$ cat src/design/mawc_pkg.sv
`timescale 1ns / 1ps
`default_nettype none

package mawc_pkg;

    localparam int ADDR_BYTES_DEF = 6;
    localparam int COMBOS_DEF     = 8;
    localparam int OUT_BYTES      = 6;
    localparam int OUT_ADDR_W     = OUT_BYTES * 8;
    localparam int CFG_DATA_W     = 32;
    localparam int CFG_ADDR_W     = 3;
    localparam int COMBO_IDX_W    = 3;

    localparam logic [7:0] WILDCARD   = 8'hAA;
    localparam logic [7:0] LAST_DIGIT = 8'h99;
    localparam logic [3:0] NIBBLE_MAX = 4'd9;
    localparam logic [5:0] BAUD_BASE  = 6'd4;

    // request codes
    localparam logic REQ_START  = 1'b0;
    localparam logic REQ_REPORT = 1'b1;

    // probe outcome codes
    localparam logic [1:0] ACK_NONE  = 2'd0;
    localparam logic [1:0] ACK_ONE   = 2'd1;
    localparam logic [1:0] ACK_MIXED = 2'd2;
    localparam logic [1:0] ACK_RSVD  = 2'd3;

    // register word index
    localparam logic REG_COMBO_ENABLE = 1'b0;

    typedef struct packed {
        logic       req_type;
        logic [1:0] ack_kind;
    } t_in_beat;

    typedef struct packed {
        logic [OUT_ADDR_W-1:0] probe_address;
        logic                  protocol_is_2007;
        logic [5:0]            baud_divisor;
        logic                  search_done;
    } t_out_beat;

    typedef struct packed {
        logic [8:0] sum;
        logic       op_below;
        logic       sum_below;
    } t_bcd_res;

endpackage

`default_nettype wire

$ cat src/design/mawc_bcd_unit.sv
`timescale 1ns / 1ps
`default_nettype none

module mawc_bcd_unit
    import mawc_pkg::*;
(
    input  wire logic [7:0] i_operand,
    output t_bcd_res        o_res
);

    logic [3:0] lo;
    logic [3:0] hi;
    logic [8:0] sum;

    assign lo = i_operand[3:0];
    assign hi = i_operand[7:4];

    // low digit wraps at nine, upper nibble may grow past 9 (non-bcd input)
    always_comb begin
        if (lo >= NIBBLE_MAX) begin
            sum = {({1'b0, hi} + 5'd1), 4'h0};
        end else begin
            sum = {1'b0, hi, lo + 4'd1};
        end
    end

    assign o_res.sum       = sum;
    assign o_res.op_below  = (i_operand < LAST_DIGIT);
    assign o_res.sum_below = (sum < {1'b0, LAST_DIGIT});

endmodule

`default_nettype wire

$ cat src/design/mawc_ctrl.sv
`timescale 1ns / 1ps
`default_nettype none

module mawc_ctrl
    import mawc_pkg::*;
#(
    parameter int ADDR_BYTES = ADDR_BYTES_DEF,
    parameter int COMBOS     = COMBOS_DEF
) (
    input  wire logic       i_clk,
    input  wire logic       i_rst_n,
    input  wire logic       i_start,
    input  wire t_in_beat   i_in,
    input  wire logic [7:0] i_combo_enable,
    input  wire logic       i_res_take,
    output logic            o_idle,
    output logic            o_res_valid,
    output t_out_beat       o_res
);

    localparam int LW = $clog2(ADDR_BYTES);
    localparam logic [LW-1:0] LVL_MAX = LW'(ADDR_BYTES - 1);
    localparam logic [LW-1:0] LVL_ONE = LW'(1);

    typedef enum logic [4:0] {
        S_IDLE   = 5'b00001,
        S_EVAL   = 5'b00010,
        S_WALK   = 5'b00100,
        S_NEXT   = 5'b01000,
        S_RESULT = 5'b10000
    } t_state;

    t_state                 r_state, n_state;
    logic                   r_req, n_req;
    logic [1:0]             r_ack, n_ack;
    logic [COMBOS-1:0]      r_remaining, n_remaining;
    logic [COMBO_IDX_W-1:0] r_combo, n_combo;
    logic [7:0]             r_addr [ADDR_BYTES];
    logic [7:0]             n_addr [ADDR_BYTES];
    logic [LW-1:0]          r_level, n_level;
    logic [7:0]             r_digit, n_digit;
    logic                   r_narrow, n_narrow;

    logic [COMBOS-1:0]      combo_bit;
    logic                   found;
    logic [COMBO_IDX_W-1:0] first;
    logic [LW-1:0]          lvl_up;
    logic [7:0]             bcd_op;
    t_bcd_res               bcd;
    logic [OUT_ADDR_W-1:0]  addr_flat;

    mawc_bcd_unit u_bcd (
        .i_operand (bcd_op),
        .o_res     (bcd)
    );

    // shared incrementer: current digit on a report, earlier byte while backing up
    assign bcd_op = (r_state == S_WALK) ? r_addr[r_level] : r_digit;

    assign combo_bit = {{(COMBOS-1){1'b0}}, 1'b1} << r_combo;

    // lowest remaining combination
    always_comb begin
        found = 1'b0;
        first = '0;
        for (int k = COMBOS - 1; k >= 0; k--) begin
            if (r_remaining[k]) begin
                found = 1'b1;
                first = COMBO_IDX_W'(k);
            end
        end
    end

    assign lvl_up = (r_narrow && (r_level < LVL_MAX)) ? r_level + LVL_ONE : r_level;

    always_comb begin
        n_state     = r_state;
        n_req       = r_req;
        n_ack       = r_ack;
        n_remaining = r_remaining;
        n_combo     = r_combo;
        n_addr      = r_addr;
        n_level     = r_level;
        n_digit     = r_digit;
        n_narrow    = r_narrow;
        case (r_state)
            S_IDLE: begin
                if (i_start) begin
                    n_req   = i_in.req_type;
                    n_ack   = i_in.ack_kind;
                    n_state = S_EVAL;
                end
            end
            S_EVAL: begin
                n_state = S_RESULT;
                if (r_req == REQ_START) begin
                    n_remaining = i_combo_enable[COMBOS-1:0];
                    n_state     = S_NEXT;
                end else if ((r_remaining != '0) && (r_ack != ACK_RSVD)) begin
                    if (r_ack == ACK_MIXED) begin
                        // collision: fix the next byte at 00
                        n_level         = lvl_up;
                        n_digit         = 8'h00;
                        n_addr[lvl_up]  = 8'h00;
                        n_narrow        = 1'b1;
                    end else if (!r_narrow) begin
                        // answer on the all-wildcard probe ends this combination
                        n_remaining = r_remaining & ~combo_bit;
                        n_state     = S_NEXT;
                    end else if (bcd.op_below) begin
                        n_digit          = bcd.sum[7:0];
                        n_addr[r_level]  = bcd.sum[7:0];
                    end else if (r_level == '0) begin
                        n_remaining = r_remaining & ~combo_bit;
                        n_narrow    = 1'b0;
                        n_state     = S_NEXT;
                    end else begin
                        n_level = r_level - LVL_ONE;
                        n_state = S_WALK;
                    end
                end
            end
            S_WALK: begin
                // back up one byte a cycle until an increment stays below 99
                n_digit = bcd.sum[7:0];
                if (bcd.sum_below) begin
                    if (r_level < LVL_MAX) begin
                        n_addr[r_level + LVL_ONE] = WILDCARD;
                    end
                    n_addr[r_level] = bcd.sum[7:0];
                    n_state         = S_RESULT;
                end else if (r_level == '0) begin
                    n_remaining = r_remaining & ~combo_bit;
                    n_narrow    = 1'b0;
                    n_state     = S_NEXT;
                end else begin
                    n_level = r_level - LVL_ONE;
                end
            end
            S_NEXT: begin
                if (found) begin
                    n_combo  = first;
                    n_narrow = 1'b0;
                    n_digit  = 8'h00;
                    n_level  = '0;
                    for (int i = 0; i < ADDR_BYTES; i++) begin
                        n_addr[i] = WILDCARD;
                    end
                end else begin
                    n_remaining = '0;
                end
                n_state = S_RESULT;
            end
            S_RESULT: begin
                if (i_res_take) begin
                    n_state = S_IDLE;
                end
            end
            default: begin
                n_state = S_IDLE;
            end
        endcase
    end

    always_ff @(posedge i_clk) begin
        if (!i_rst_n) begin
            r_state     <= S_IDLE;
            r_remaining <= '0;
            r_combo     <= '0;
            r_level     <= '0;
            r_digit     <= 8'h00;
            r_narrow    <= 1'b0;
            for (int i = 0; i < ADDR_BYTES; i++) begin
                r_addr[i] <= WILDCARD;
            end
        end else begin
            r_state     <= n_state;
            r_remaining <= n_remaining;
            r_combo     <= n_combo;
            r_level     <= n_level;
            r_digit     <= n_digit;
            r_narrow    <= n_narrow;
            r_addr      <= n_addr;
        end
    end

    always_ff @(posedge i_clk) begin
        r_req <= n_req;
        r_ack <= n_ack;
    end

    for (genvar j = 0; j < OUT_BYTES; j++) begin : g_out_byte
        if (j < ADDR_BYTES) begin : g_used
            assign addr_flat[j*8 +: 8] = r_addr[j];
        end else begin : g_pad
            assign addr_flat[j*8 +: 8] = 8'h00;
        end
    end

    assign o_idle      = (r_state == S_IDLE);
    assign o_res_valid = (r_state == S_RESULT);

    always_comb begin
        if (r_remaining == '0) begin
            o_res.probe_address    = '0;
            o_res.protocol_is_2007 = 1'b0;
            o_res.baud_divisor     = '0;
            o_res.search_done      = 1'b1;
        end else begin
            o_res.probe_address    = addr_flat;
            o_res.protocol_is_2007 = r_combo[0];
            o_res.baud_divisor     = BAUD_BASE << r_combo[2:1];
            o_res.search_done      = 1'b0;
        end
    end

`ifndef SYNTH
    a_level_range: assert property (@(posedge i_clk) disable iff (!i_rst_n)
        r_level <= LVL_MAX)
        else $error("level index beyond address bytes");

    a_walk_narrowed: assert property (@(posedge i_clk) disable iff (!i_rst_n)
        (r_state == S_WALK) |-> r_narrow)
        else $error("backtrack without narrowing");

    a_combo_live: assert property (@(posedge i_clk) disable iff (!i_rst_n)
        ((r_state == S_RESULT) && (r_remaining != '0)) |-> ((r_remaining & combo_bit) != '0))
        else $error("current combination not among remaining ones");

    a_start_probes: assert property (@(posedge i_clk) disable iff (!i_rst_n)
        ((r_state == S_EVAL) && (r_req == REQ_START) && (i_combo_enable[COMBOS-1:0] != '0))
        |-> ##2 ((r_state == S_RESULT) && !o_res.search_done))
        else $error("start with enabled combinations gave no probe");
`endif

endmodule

`default_nettype wire

$ cat src/design/meter_address_wildcard_search.sv
// Wildcard meter address search: hands out the next address to probe.
// Input channel (i_in_valid / o_in_ready / i_in_data): one beat is either a start
// request or the outcome of the last probe (no reply, one reply, collision).
// Output channel (o_out_valid / i_out_ready / o_out_data): exactly one beat per
// input beat, carrying the probe address, frame type and baud divisor, or
// search_done once every enabled protocol/baud combination is exhausted.
// APB port: register 0 at byte address 0 holds the 8-bit combination enable
// mask (reset 0xFF); write it only while no beat is in flight.
// Steps: the input beat is evaluated and its result goes to the output register;
// a combination is picked in a further state (on a start or when the
// current one ends), and the search backs up through earlier address bytes,
// one byte a cycle through the shared bcd incrementer.
// One input beat is taken at a time.
// The output beat sits in a register: the next input beat is accepted while it
// waits, and that beat's result is held back until the register is taken.
// Reset: no search active, so a report before any start returns search_done.
`timescale 1ns / 1ps
`default_nettype none

module meter_address_wildcard_search
    import mawc_pkg::*;
#(
    parameter int ADDR_BYTES = ADDR_BYTES_DEF,
    parameter int COMBOS     = COMBOS_DEF
) (
    input  wire logic                  i_clk,
    input  wire logic                  i_rst_n,
    input  wire logic                  i_in_valid,
    output logic                       o_in_ready,
    input  wire t_in_beat              i_in_data,
    output logic                       o_out_valid,
    input  wire logic                  i_out_ready,
    output t_out_beat                  o_out_data,
    input  wire logic                  psel,
    input  wire logic                  penable,
    input  wire logic                  pwrite,
    input  wire logic [CFG_ADDR_W-1:0] paddr,
    input  wire logic [CFG_DATA_W-1:0] pwdata,
    output logic [CFG_DATA_W-1:0]      prdata,
    output logic                       pready
);

    logic       sel_combo_enable;
    logic [7:0] r_enable;
    logic       r_out_valid;
    t_out_beat  r_out_data;
    logic       ctrl_idle;
    logic       res_valid;
    logic       res_take;
    t_out_beat  res;
    logic       cfg_wr;

    assign pready = 1'b1;
    assign cfg_wr = psel & penable & pwrite & pready;
    assign sel_combo_enable = (paddr[2] == REG_COMBO_ENABLE);

    always_ff @(posedge i_clk) begin
        if (!i_rst_n) begin
            r_enable <= 8'hFF;
        end else if (cfg_wr && sel_combo_enable) begin
            r_enable <= pwdata[7:0];
        end
    end

    assign prdata = sel_combo_enable ? {{(CFG_DATA_W-8){1'b0}}, r_enable} : '0;

    assign o_in_ready = ctrl_idle;
    assign res_take   = !r_out_valid || i_out_ready;

    mawc_ctrl #(
        .ADDR_BYTES (ADDR_BYTES),
        .COMBOS     (COMBOS)
    ) u_ctrl (
        .i_clk          (i_clk),
        .i_rst_n        (i_rst_n),
        .i_start        (i_in_valid && ctrl_idle),
        .i_in           (i_in_data),
        .i_combo_enable (r_enable),
        .i_res_take     (res_take),
        .o_idle         (ctrl_idle),
        .o_res_valid    (res_valid),
        .o_res          (res)
    );

    // output register parts the search from the receiver
    always_ff @(posedge i_clk) begin
        if (!i_rst_n) begin
            r_out_valid <= 1'b0;
        end else if (res_valid && res_take) begin
            r_out_valid <= 1'b1;
        end else if (i_out_ready) begin
            r_out_valid <= 1'b0;
        end
    end

    always_ff @(posedge i_clk) begin
        if (res_valid && res_take) begin
            r_out_data <= res;
        end
    end

    assign o_out_valid = r_out_valid;
    assign o_out_data  = r_out_data;

endmodule

`default_nettype wire

$ cat config.mk
export PLATFORM = sky130hd
export DESIGN_NAME = meter_address_wildcard_search
export DESIGN_NICKNAME = d
export VERILOG_FILES = /design/src/design/mawc_pkg.sv /design/src/design/mawc_bcd_unit.sv /design/src/design/mawc_ctrl.sv /design/src/design/meter_address_wildcard_search.sv
export SDC_FILE = /design/constraint.sdc
export NUM_CORES = 1
export LEC_CHECK = 0
export BUFFER_PORTS_ARGS = -buffer_cell sky130_fd_sc_hd__buf_2
export CAP_MARGIN = 0
export CORE_AREA = 2 2 129 131
export DETAILED_ROUTE_END_ITERATION = 8
export DIE_AREA = 0 0 131 133
export PLACE_DENSITY = 0.87
export SYNTH_ARGS = -nofsm -noshare
export SYNTH_HDL_FRONTEND = slang
export SYNTH_SLANG_ARGS = --single-unit
export TNS_END_PERCENT = 5
$ cat constraint.sdc
create_clock -name i_clk -period 3.9 [get_ports i_clk]
set_input_delay 0.78 -clock i_clk [delete_from_list [all_inputs] [get_ports i_clk]]
set_output_delay 0.78 -clock i_clk [all_outputs]
set_load 0.03 [all_outputs]
==> results of run 1 <==
## flip-flops by register name, indices dropped and copies added, names as in the netlist
register            cells
o_out_data             54
o_out_valid             1
r_enable                8
u_ctrl.addr_flat       48
u_ctrl.r_ack            2
u_ctrl.r_combo          3
u_ctrl.r_digit          8
u_ctrl.r_level          3
u_ctrl.r_narrow         1
u_ctrl.r_remaining      8
u_ctrl.r_req            1
u_ctrl.r_state          5
## final cells by class
class / count / share of cell area (%)
timing repair buffer: 156 / 10.2
sequential: 142 / 35.2
clock inverter: 13 / 1.44
multi-input combinational: 701 / 44.5
clock buffer: 19 / 4.46
inverter: 35 / 1.35
tap: 220 / 2.84
## stage by stage
| step | worst slack (ns) | std cells | util [%] | power [mW] |
|---|---|---|---|---|
| 3_3_place_gp | 0.0976 | 1253 | 56.3 | 2.27 |
| 4_1_cts | 0.00594 | 1285 | 59.8 | 3.86 |
| 3_5_place_dp | 0.0359 | 1253 | 56.3 | 2.29 |
| 6_report | 0.173 | 1286 | 60.0 | 3.86 |
| 2_1_floorplan | 0.0625 | 969 | - | 2.16 |
| 5_1_grt | -0.00225 | 1286 | 60.0 | 4.00 |
## synthesized netlist by cell type, types with 3 or more instances
library cell  count  area [µm²]
buf_1             4        15.0
ha_1              8         100
a21oi_1          67         335
nand2b_1         17         106
nor2_1           86         323
inv_1            34         128
nand2_1          86         323
and3_1            9        56.3
o221ai_1          6        52.6
o31ai_1           3        22.5
nor3_1           19        95.1
a221oi_1          4        35.0
buf_2             9        45.0
o22ai_1          32         200
a22oi_1           4        30.0
a31oi_1          12        75.1
a32oi_1           3        26.3
o221a_2           9         101
mux2_1            4        45.0
o32ai_1           4        35.0
dfxtp_1          85        1700
nor3b_1           3        22.5
mux2i_1          16         160
o21ai_0          72         360
nand3b_1          3        22.5
nor2b_1          15        93.8
nand3_1          19        95.1
buf_4            28         210
edfxtp_1         57        1710
o211ai_1         27         203
a211oi_1         10        75.1
nor4_1            5        31.3
or3_1             7        43.8
a222oi_1          3        30.0
a21o_1            5        37.5
mux2_2           12         135
clkbuf_1         46         173
and2_1           48         300
buf_6             4        45.0
xnor2_1           5        43.8
## repair_timing
action / in CTS / in global routing
resized for setup: 0 / 9
setup endpoints to repair: 0 / 59
hold buffers: 0 / 0
setup buffers: 0 / 1
## layer usage
| layer | GRT usage [%] | part of all wire, % | vias up |
|---|---|---|---|
| met3 | 5.86 | 10 | 91 |
| met4 | 12.4 | 3.9 | 0 |
| met1 | 35.9 | 41 | 3559 |
| li1 | - | - | 3613 |
| met2 | 40.2 | 45 | 493 |
| met5 | 0 | 0 | - |
## kinds of logic after synthesis
kind of cell	synth area share [%]
DFF	41.5
and+or+nand+nor	19.9
buffers and inverters	7.54
other	0.0914
muxes	4.58
adders and majority gates	1.22
xor gates and xnor gates	0.533
AOI/OAI and AO/OA	24.6
## worst reg2reg max path, cell delays in order (launching register included)
cell,delay [ns]
dfxtp_1,0.43
buf_4,0.23
mux2_2,0.38
a222oi_1,0.37
buf_4,0.19
nand2_1,0.05
o21ai_1,0.11
inv_1,0.06
ha_1,0.19
inv_1,0.06
a211oi_1,0.05
o21ai_0,0.12
xnor2_1,0.23
a311oi_4,0.09
o211a_2,0.32
buf_4,0.16
o311ai_0,0.39
o41ai_1,0.15
## placed cells by master (no fill, tap or decap), types with 27 or more instances in the layout
cell type  instances
a21oi_1           66
and2_1            48
buf_2             82
buf_4             72
conb_1            27
dfxtp_1           84
edfxtp_1          57
inv_1             34
nand2_1           86
nor2_1            85
o211ai_1          27
o21ai_0           70
o22ai_1           32
## path summary, 6_finish.rpt
kind	depth (start not counted)	to	slack, ns
setup / recovery	17	u_ctrl.r_level[0]	0.17
hold / removal	2	u_ctrl.addr_flat[44]	0.47
setup reg to reg	17	u_ctrl.r_level[0]	0.17
hold reg to reg	2	u_ctrl.addr_flat[44]	0.47
## power groups by stage
| stage | Clock (mW) | Sequential (mW) | Combinational, mW |
|---|---|---|---|
| 2_1_floorplan | 0 | 1.68 | 0.486 |
| 3_3_place_gp | 0 | 1.68 | 0.589 |
| 3_5_place_dp | 0 | 1.68 | 0.608 |
| 4_1_cts | 1.60 | 1.65 | 0.611 |
| 5_1_grt | 1.66 | 1.66 | 0.688 |
| 6_report | 1.58 | 1.65 | 0.621 |
==> flow_summary.toml, run 1 <==
[finish]
syn_to_final_growth_pct = 18.0
multi_input_comb_area_mm2 = 0.00432
n_antenna_cell = 0
ff_latch_area_mm2 = 0.00341
finalInstanceArea_mm2 = 0.00970
nets = 1106
fill_cells = 1372
drive_gt1_share_pct = 22.4

[setup_path]
worstPathCellList = "buf_4 -> mux2_2 -> a222oi_1 -> buf_4 -> nand2_1 -> o21ai_1 -> inv_1 -> ha_1 -> inv_1 -> a211oi_1 -> o21ai_0 -> xnor2_1 -> a311oi_4 -> o211a_2 -> buf_4 -> o311ai_0 -> o41ai_1"
critPathBufInv = 5
critPathTopFamily = "compound AO/OA/AOI/OAI gates"
worst_path_most_repeated_cell = "buf_4"
slowest_stage = "dfxtp_1"
cp_data_required_time_ns = 4.17
end_kind = "flop"
r2r_start = "u_ctrl.r_level[1]"
crit_start = "u_ctrl.r_level[1]"
crit_path_max_fanout = 9
cp_slowest_stage_delay_ns = 0.43
path_class = "flop to flop"
cp-start-kind = "flop"
critPathArrivalTime_ns = 4.00

[die]
initial_utilization_pct = 50.8
die_area_mm2 = 0.0174
core-area_mm2 = 0.0162
num_rows = 47
die_w_um = 131
die_h_um = 133
ioPinCount = 136

[place]
port_buffers = 82
post-dp-hpwl_mm = 16.1
gp_congestion = 0.975
dpl_cell_area_mm2 = 0.00910

[global_routing]
grt_max_degree = 55
grt_pass1_wl_mm = 35.9
gr-total-overflow = 0
antenna_found_initial = 0
first_global_vias = 6885
grt_usage_pct = 26.5

[yosys]
ys_seq_elements = 142
synth_edf_count = 57
synth_area_per_cell_um2 = 8.71
ys_async_sr_fraction_pct = 0
synth_cell_types = 83
synthFlopType = "dfxtp_1"
synthCells = 944
mappedNetlistArea_mm2 = 0.00822
seq_area_frac_synth_pct = 41.5
ys_warn_count = 0

[clock_tree]
clkTransAtPathRegs_ns = 0.06
root_buffer = "clkbuf_16"
cts_max_path_buffers = 2
cts_tree = "built"
insertion_delay_ns = 0.43
clock-sinks = 142
cts_buffers = 17
htreeDepth = 4

[pwr]
p_sw_mw = 1.09
power.share.sequential_pct = 42.9
sw_frac_of_total_pct = 28.3
clkPwrFrac_pct = 41.0
leakage_nw = 3.71
combinationalPowerShare_pct = 16.1
p_int_mw = 2.77
ir_drop_mv = 0.305
power_density_mw_per_mm2 = 398

[routing]
routed_wl_mm = 23.0
drc = 0
vias = 7756
firstDrtPassIters = 6
vias_per_cell = 6.03
drtAntennaViolNets = 0
wire_per_inst_um = 17.9
drtIter0Drc = 1056

[min_path]
hp-class = "flop to flop"
worstHoldStart = "u_ctrl.addr_flat[44]"

[timing]
hold_viol_final = 0
whs_ns = 0.469
setup_viol = 0
min_period_ns = 3.73
max-slew-margin-rel_pct = 41.3
max_freq_mhz = 268
setup_tns_ns = 0
fin_crit_sh_pct = 95.6
worstMarginPinSlew_ns = 0.880
skew_ns = 0.0102
finalMaxSlewViolations = 0

[run]
cap_violations = 0

[run_status]
outcome = "finished clean"
No activity file was read; power rests on OpenSTA's default activity.
==> run 2: changes to the inputs <==
- CORE_AREA: 2 2 129 131 -> 2 2 124 126
- DIE_AREA: 0 0 131 133 -> 0 0 126 128
- PLACE_DENSITY: 0.87 -> 0.89
- clock period: 3.9 -> 4.1 ns (I/O delays scaled with it)
==> run 2 against run 1 <==
Compared with the run above:
- combinational power down 5.3%
- die area is 7.4% lower
- sequential share of layout area increased by 0.79 points
- critical path depth did not move
- clock power hardly changed
- critical endpoint is now u_ctrl.addr_flat[45]
- largest cell class unchanged
==> flow_summary.toml, run 2 (synthesized netlist as in run 1, its figures left out) <==
[run_status]
outcome = "finished clean"

[setup_path]
worstPathCellList = "buf_4 -> nor2b_1 -> a222oi_1 -> buf_4 -> nand2_1 -> o21ai_1 -> inv_1 -> ha_1 -> inv_1 -> a211oi_1 -> o21ai_0 -> xnor2_1 -> a311oi_4 -> o31ai_4 -> buf_12 -> or3_1 -> o211ai_1"
critPathTopFamily = "compound AO/OA/AOI/OAI gates"
end_kind = "flop"
crit_path_max_fanout = 27
r2r_slack_ns = 0.08
cp-start-kind = "flop"
r2r_start = "u_ctrl.r_level[2]"
r2r-end = "u_ctrl.addr_flat[45]"
path_class = "flop to flop"
reg2reg_depth = 17
critPathBufInv = 5
cp_slowest_stage_delay_ns = 0.47
cp_data_required_time_ns = 4.43
critPathArrivalTime_ns = 4.35
slowest_stage = "nor2b_1"

[finish]
fill_cells = 1219
stdcell_count = 1227
syn_to_final_growth_pct = 15.4
n_antenna_cell = 0
multi_input_comb_area_mm2 = 0.00432
ff_latch_area_mm2 = 0.00341
nets = 1079
final_cell_mix = "nor2_1 (86), nand2_1 (86), dfxtp_1 (84)"
largest_register_ffs = 54
drive_gt1_share_pct = 20.3

[place]
preCtsSetupSlack_ns = 0.0242
dp_cells = 1193
port_buffers = 82
gp_congestion = 0.990
post-dp-hpwl_mm = 15.9

[global_routing]
grt_usage_pct = 28.3
grt_pass1_wl_mm = 36.6
grt_max_degree = 48
first_global_vias = 7208
gr-total-overflow = 0
antenna_found_initial = 0

[min_path]
hold_depth = 2
holdPathEnd = "u_ctrl.addr_flat[44]"
hp-class = "flop to flop"
worstHoldStart = "u_ctrl.addr_flat[44]"

[clock_tree]
root_buffer = "clkbuf_16"
ctsHoldBuffers = 0
cts_tree = "built"
cts_buffers = 17
insertion_delay_ns = 0.43
cts_max_path_buffers = 2
clock-sinks = 142
clkTransAtPathRegs_ns = 0.06
htreeDepth = 4

[routing]
firstDrtPassIters = 6
drc = 0
vias = 7841
drtIter0Drc = 1076
drtAntennaViolNets = 0
routed_wl_mm = 23.3
vias_per_cell = 6.39
wire_per_inst_um = 19.0

[timing]
max_freq_mhz = 249
hold_viol_final = 0
fin_crit_sh_pct = 98.0
max-slew-margin-rel_pct = 13.5
setup_tns_ns = 0
skew_ns = 0.00786
setup_viol = 0
layout_setup_ws_ns = 0.0830
finalMaxSlewViolations = 0
min_period_ns = 4.02
worstMarginPinSlew_ns = 1.29

[die]
initial_utilization_pct = 55.3
die_h_um = 128
die_area_mm2 = 0.0161
num_rows = 45
core-area_mm2 = 0.0149
die_w_um = 126
ioPinCount = 136

[pwr]
power_density_mw_per_mm2 = 396
leakage_nw = 3.60
power_mw = 3.76
ir_drop_mv = 0.269

[run]
cap_violations = 0
run 2: changes by cell type in the layout (fill, tap and decap cells not counted), sizes merged:
cell      before  now
inv           37   39
bufinv         2    3
clkinvlp       3    2
buf          156  129
clkbuf        19   17
run 2: worst max-delay path by stage:
stage	to	startpoint	slack (ns)	cells past startpoint
global route	u_ctrl.addr_flat[45]	u_ctrl.r_level[2]	-0.08	17
global placement	u_ctrl.addr_flat[36]	u_ctrl.r_level[0]	0.13	14
detailed placement	u_ctrl.addr_flat[47]	u_ctrl.r_level[0]	0.02	14
floorplan	o_out_data[0]	i_out_ready	0.26	2
finish	u_ctrl.addr_flat[45]	u_ctrl.r_level[2]	0.08	17
CTS	u_ctrl.addr_flat[45]	u_ctrl.r_level[2]	0.08	13
run 2: layout make-up:
type | instances | share of cell area, %
multi-input cells | 701 | 45.5
repair buffers | 129 | 8.18
flip-flops and latches | 142 | 36.0
clock inverters | 15 | 1.96
inverters | 35 | 1.38
clock buffers | 17 | 4.48
well taps | 188 | 2.48
run 2: stage by stage:
step | util, % | hold WS, ns | area (µm²)
after floorplan | - | 0.444 | 8310
after global placement | 59.5 | 0.454 | 8840
after detailed placement | 59.5 | 0.466 | 8840
after CTS | 63.6 | 0.475 | 9460
after global routing | 63.8 | 0.491 | 9490
final | 63.8 | 0.475 | 9490
run 2: worst reg2reg max path: stages, from the launching register on:
cell	delay [ns]
dfxtp_1	0.44
buf_4	0.21
nor2b_1	0.48
a222oi_1	0.16
buf_4	0.20
nand2_1	0.06
o21ai_1	0.09
inv_1	0.07
ha_1	0.13
inv_1	0.03
a211oi_1	0.23
o21ai_0	0.17
xnor2_1	0.22
a311oi_4	0.41
o31ai_4	0.14
buf_12	0.18
or3_1	0.44
o211ai_1	0.25
run 2: repair_timing:
action,CTS,global route
gates cloned,0,0
buffers inserted,0,2
setup endpoints to repair,4,21
pin swaps,0,4
gates resized for setup,2,3
hold endpoints to repair,0,0
run 2: where the power goes:
part	internal, mW	switching [mW]	total (mW)	leakage, nW
Combinational	0.190	0.398	0.588	2.13
Sequential	1.54	0.0378	1.58	1.18
Clock	0.965	0.629	1.59	0.294
Total	2.69	1.06	3.76	3.60
run 2: per-layer routing:
layer | part of all wire (%) | routed length, µm | vias to the layer above | track usage, %
met5 | 0 | 0 | - | 0
met4 | 5.0 | 1170 | 0 | 16.4
met3 | 10 | 2380 | 102 | 6.14
met2 | 46 | 10600 | 522 | 45.2
met1 | 39 | 9060 | 3646 | 35.5
li1 | - | - | 3571 | -
==> run 3: changes to the inputs <==
- REMOVE_ABC_BUFFERS: not set -> 1
==> run 3 against run 2 <==
Compared with the run above:
- maximum frequency is 2.9% higher
- non-clock buffer count is 7 higher
- via count is 2.5% lower
- combinational power is 1% higher
- count of clock-buffer cells in the layout is 1 higher
==> flow_summary.toml, run 3 (synthesized netlist as in run 1, its figures left out) <==
[global_routing]
grt_max_degree = 55
antenna_found_initial = 0
grt_pass1_wl_mm = 36.0
first_global_vias = 7154
gr-total-overflow = 0
grt_usage_pct = 27.9

[routing]
wire_per_inst_um = 18.2
firstDrtPassIters = 6
vias_per_cell = 6.20
vias = 7648
drc = 0
drtAntennaViolNets = 0
routed_wl_mm = 22.5
drtIter0Drc = 743

[setup_path]
critPathArrivalTime_ns = 4.25
cp-start-kind = "flop"
r2r_start = "u_ctrl.r_level[2]"
r2r_slack_ns = 0.20
worst_path_most_repeated_cell = "o21ai_0"
crit_end = "u_ctrl.addr_flat[43]"
slowest_stage = "or3_1"
reg2reg_depth = 16
cp_data_required_time_ns = 4.44
r2r-end = "u_ctrl.addr_flat[43]"
crit_path_max_fanout = 24
crit_start = "u_ctrl.r_level[2]"
path_class = "flop to flop"
worstPathCellList = "buf_4 -> nand3b_1 -> o21ai_0 -> a221o_1 -> o21ai_0 -> inv_1 -> ha_1 -> nand2b_1 -> buf_4 -> o21ai_0 -> xnor2_2 -> a311oi_4 -> o31ai_4 -> buf_12 -> or3_1 -> o211ai_1"
end_kind = "flop"
cp_slowest_stage_delay_ns = 0.44

[timing]
min_period_ns = 3.90
max_freq_mhz = 256
setup_viol = 0
finalMaxSlewViolations = 0
worstMarginPinSlew_ns = 0.876
fin_crit_sh_pct = 95.2
rsz0062_at_grt = "false"
skew_ns = 0.00970
max-slew-margin-rel_pct = 41.6
hold_viol_final = 0

[finish]
drive_gt1_share_pct = 21.1
final_cell_mix = "nor2_1 (86), nand2_1 (86), buf_2 (82), dfxtp_1 (82), o21ai_0 (72)"
nets = 1086
largest_register_ffs = 54
n_antenna_cell = 0
syn_to_final_growth_pct = 15.7
stdcell_count = 1234
final_core_util_pct = 64.0

[pwr]
power.share.sequential_pct = 43.1
sw_frac_of_total_pct = 29.3
leakage_nw = 3.64
p_int_mw = 2.58
combinationalPowerShare_pct = 16.3
p_sw_mw = 1.07
ir_drop_mv = 0.271
power_density_mw_per_mm2 = 384
clkPwrFrac_pct = 40.6
power_mw = 3.65

[clock_tree]
cts_tree = "built"
ctsHoldBuffers = 0
post-cts-setup-buffers = 0
htreeDepth = 4
clock-sinks = 142
root_buffer = "clkbuf_16"
cts_max_path_buffers = 2
cts_buffers = 17
insertion_delay_ns = 0.43
clkTransAtPathRegs_ns = 0.06

[run_status]
outcome = "finished clean"

[die]
core-area_mm2 = 0.0149
initial_utilization_pct = 55.3
ioPinCount = 136
die_area_mm2 = 0.0161
die_h_um = 128
die_w_um = 126
num_rows = 45

[run]
cap_violations = 0

[place]
port_buffers = 82
dp_cells = 1202
post-dp-hpwl_mm = 15.4
gp_congestion = 0.973

[min_path]
hp-class = "flop to flop"
[run 3: changes by cell type in the layout (fill, tap and decap cells not counted), moves of 2 or more]
cell       change
buf_4          +6
bufinv_16      -2
clkinv_2       +2
dfxtp_1        -2
dfxtp_2        +2
[run 3: per-layer routing]
layer	wire length (µm)	vias up	global-route usage [%]	share of wire, %
met1	9030	3504	35.5	40
met4	949	0	13.6	4.2
met5	0	-	0	0
met2	10300	476	44.5	46
li1	-	3578	-	-
met3	2170	90	7.14	9.7
[run 3: repair_timing]
item	CTS	global route
setup endpoints to repair	0	41
endpoints found under the hold margin	0	0
gates resized for setup	0	7
[run 3: worst min path at each step]
| stage | from | to | slack [ns] | depth (start not counted) |
|---|---|---|---|---|
| after global placement | u_ctrl.addr_flat[44] | u_ctrl.addr_flat[44] | 0.45 | 2 |
| after CTS | u_ctrl.addr_flat[10] | u_ctrl.addr_flat[10] | 0.49 | 2 |
| after floorplan | u_ctrl.addr_flat[8] | u_ctrl.addr_flat[8] | 0.44 | 2 |
| after global routing | u_ctrl.addr_flat[26] | u_ctrl.addr_flat[26] | 0.51 | 2 |
| after detailed placement | u_ctrl.r_digit[7] | u_ctrl.r_digit[7] | 0.47 | 2 |
| final | u_ctrl.r_digit[5] | u_ctrl.r_digit[5] | 0.48 | 2 |
[run 3: area by class of cell]
| class | count | area, µm² |
|---|---|---|
| Clock buffer | 18 | 429 |
| Clock inverter | 14 | 136 |
| Fill cell | 1262 | 5360 |
| Inverter | 35 | 131 |
| Multi-Input combinational cell | 701 | 4320 |
| Sequential cell | 142 | 3420 |
| Tap cell | 188 | 235 |
| Timing Repair Buffer | 136 | 841 |
[run 3: critical path, delay by kind of cell, from the launching register on]
kind / cells / cell delay, ns
AOI/OAI and AO/OA: 7 / 1.71
adders and majority gates: 1 / 0.21
xor gates and xnor gates: 1 / 0.15
and+or+nand+nor: 3 / 0.70
buffers and inverters: 4 / 0.69
DFF: 1 / 0.35
[run 3: stage by stage]
| step | setup TNS (ns) | cell area (µm²) | setup slack, ns | hold WS [ns] |
|---|---|---|---|---|
| floorplan | -48.58 | 7830 | -1.10 | 0.444 |
| global placement | 0 | 8920 | 0.309 | 0.454 |
| detailed placement | 0 | 8920 | 0.243 | 0.465 |
| CTS | 0 | 9480 | 0.168 | 0.486 |
| global route | 0 | 9510 | 0.0145 | 0.509 |
| finish | 0 | 9510 | 0.196 | 0.482 |
[run 3: power groups by stage]
stage	combinational (mW)	sequential (mW)	clock [mW]
floorplan	0.396	1.60	0
global placement	0.573	1.60	0
detailed placement	0.590	1.60	0
CTS	0.599	1.57	1.48
global route	0.664	1.58	1.55
finish	0.594	1.57	1.48
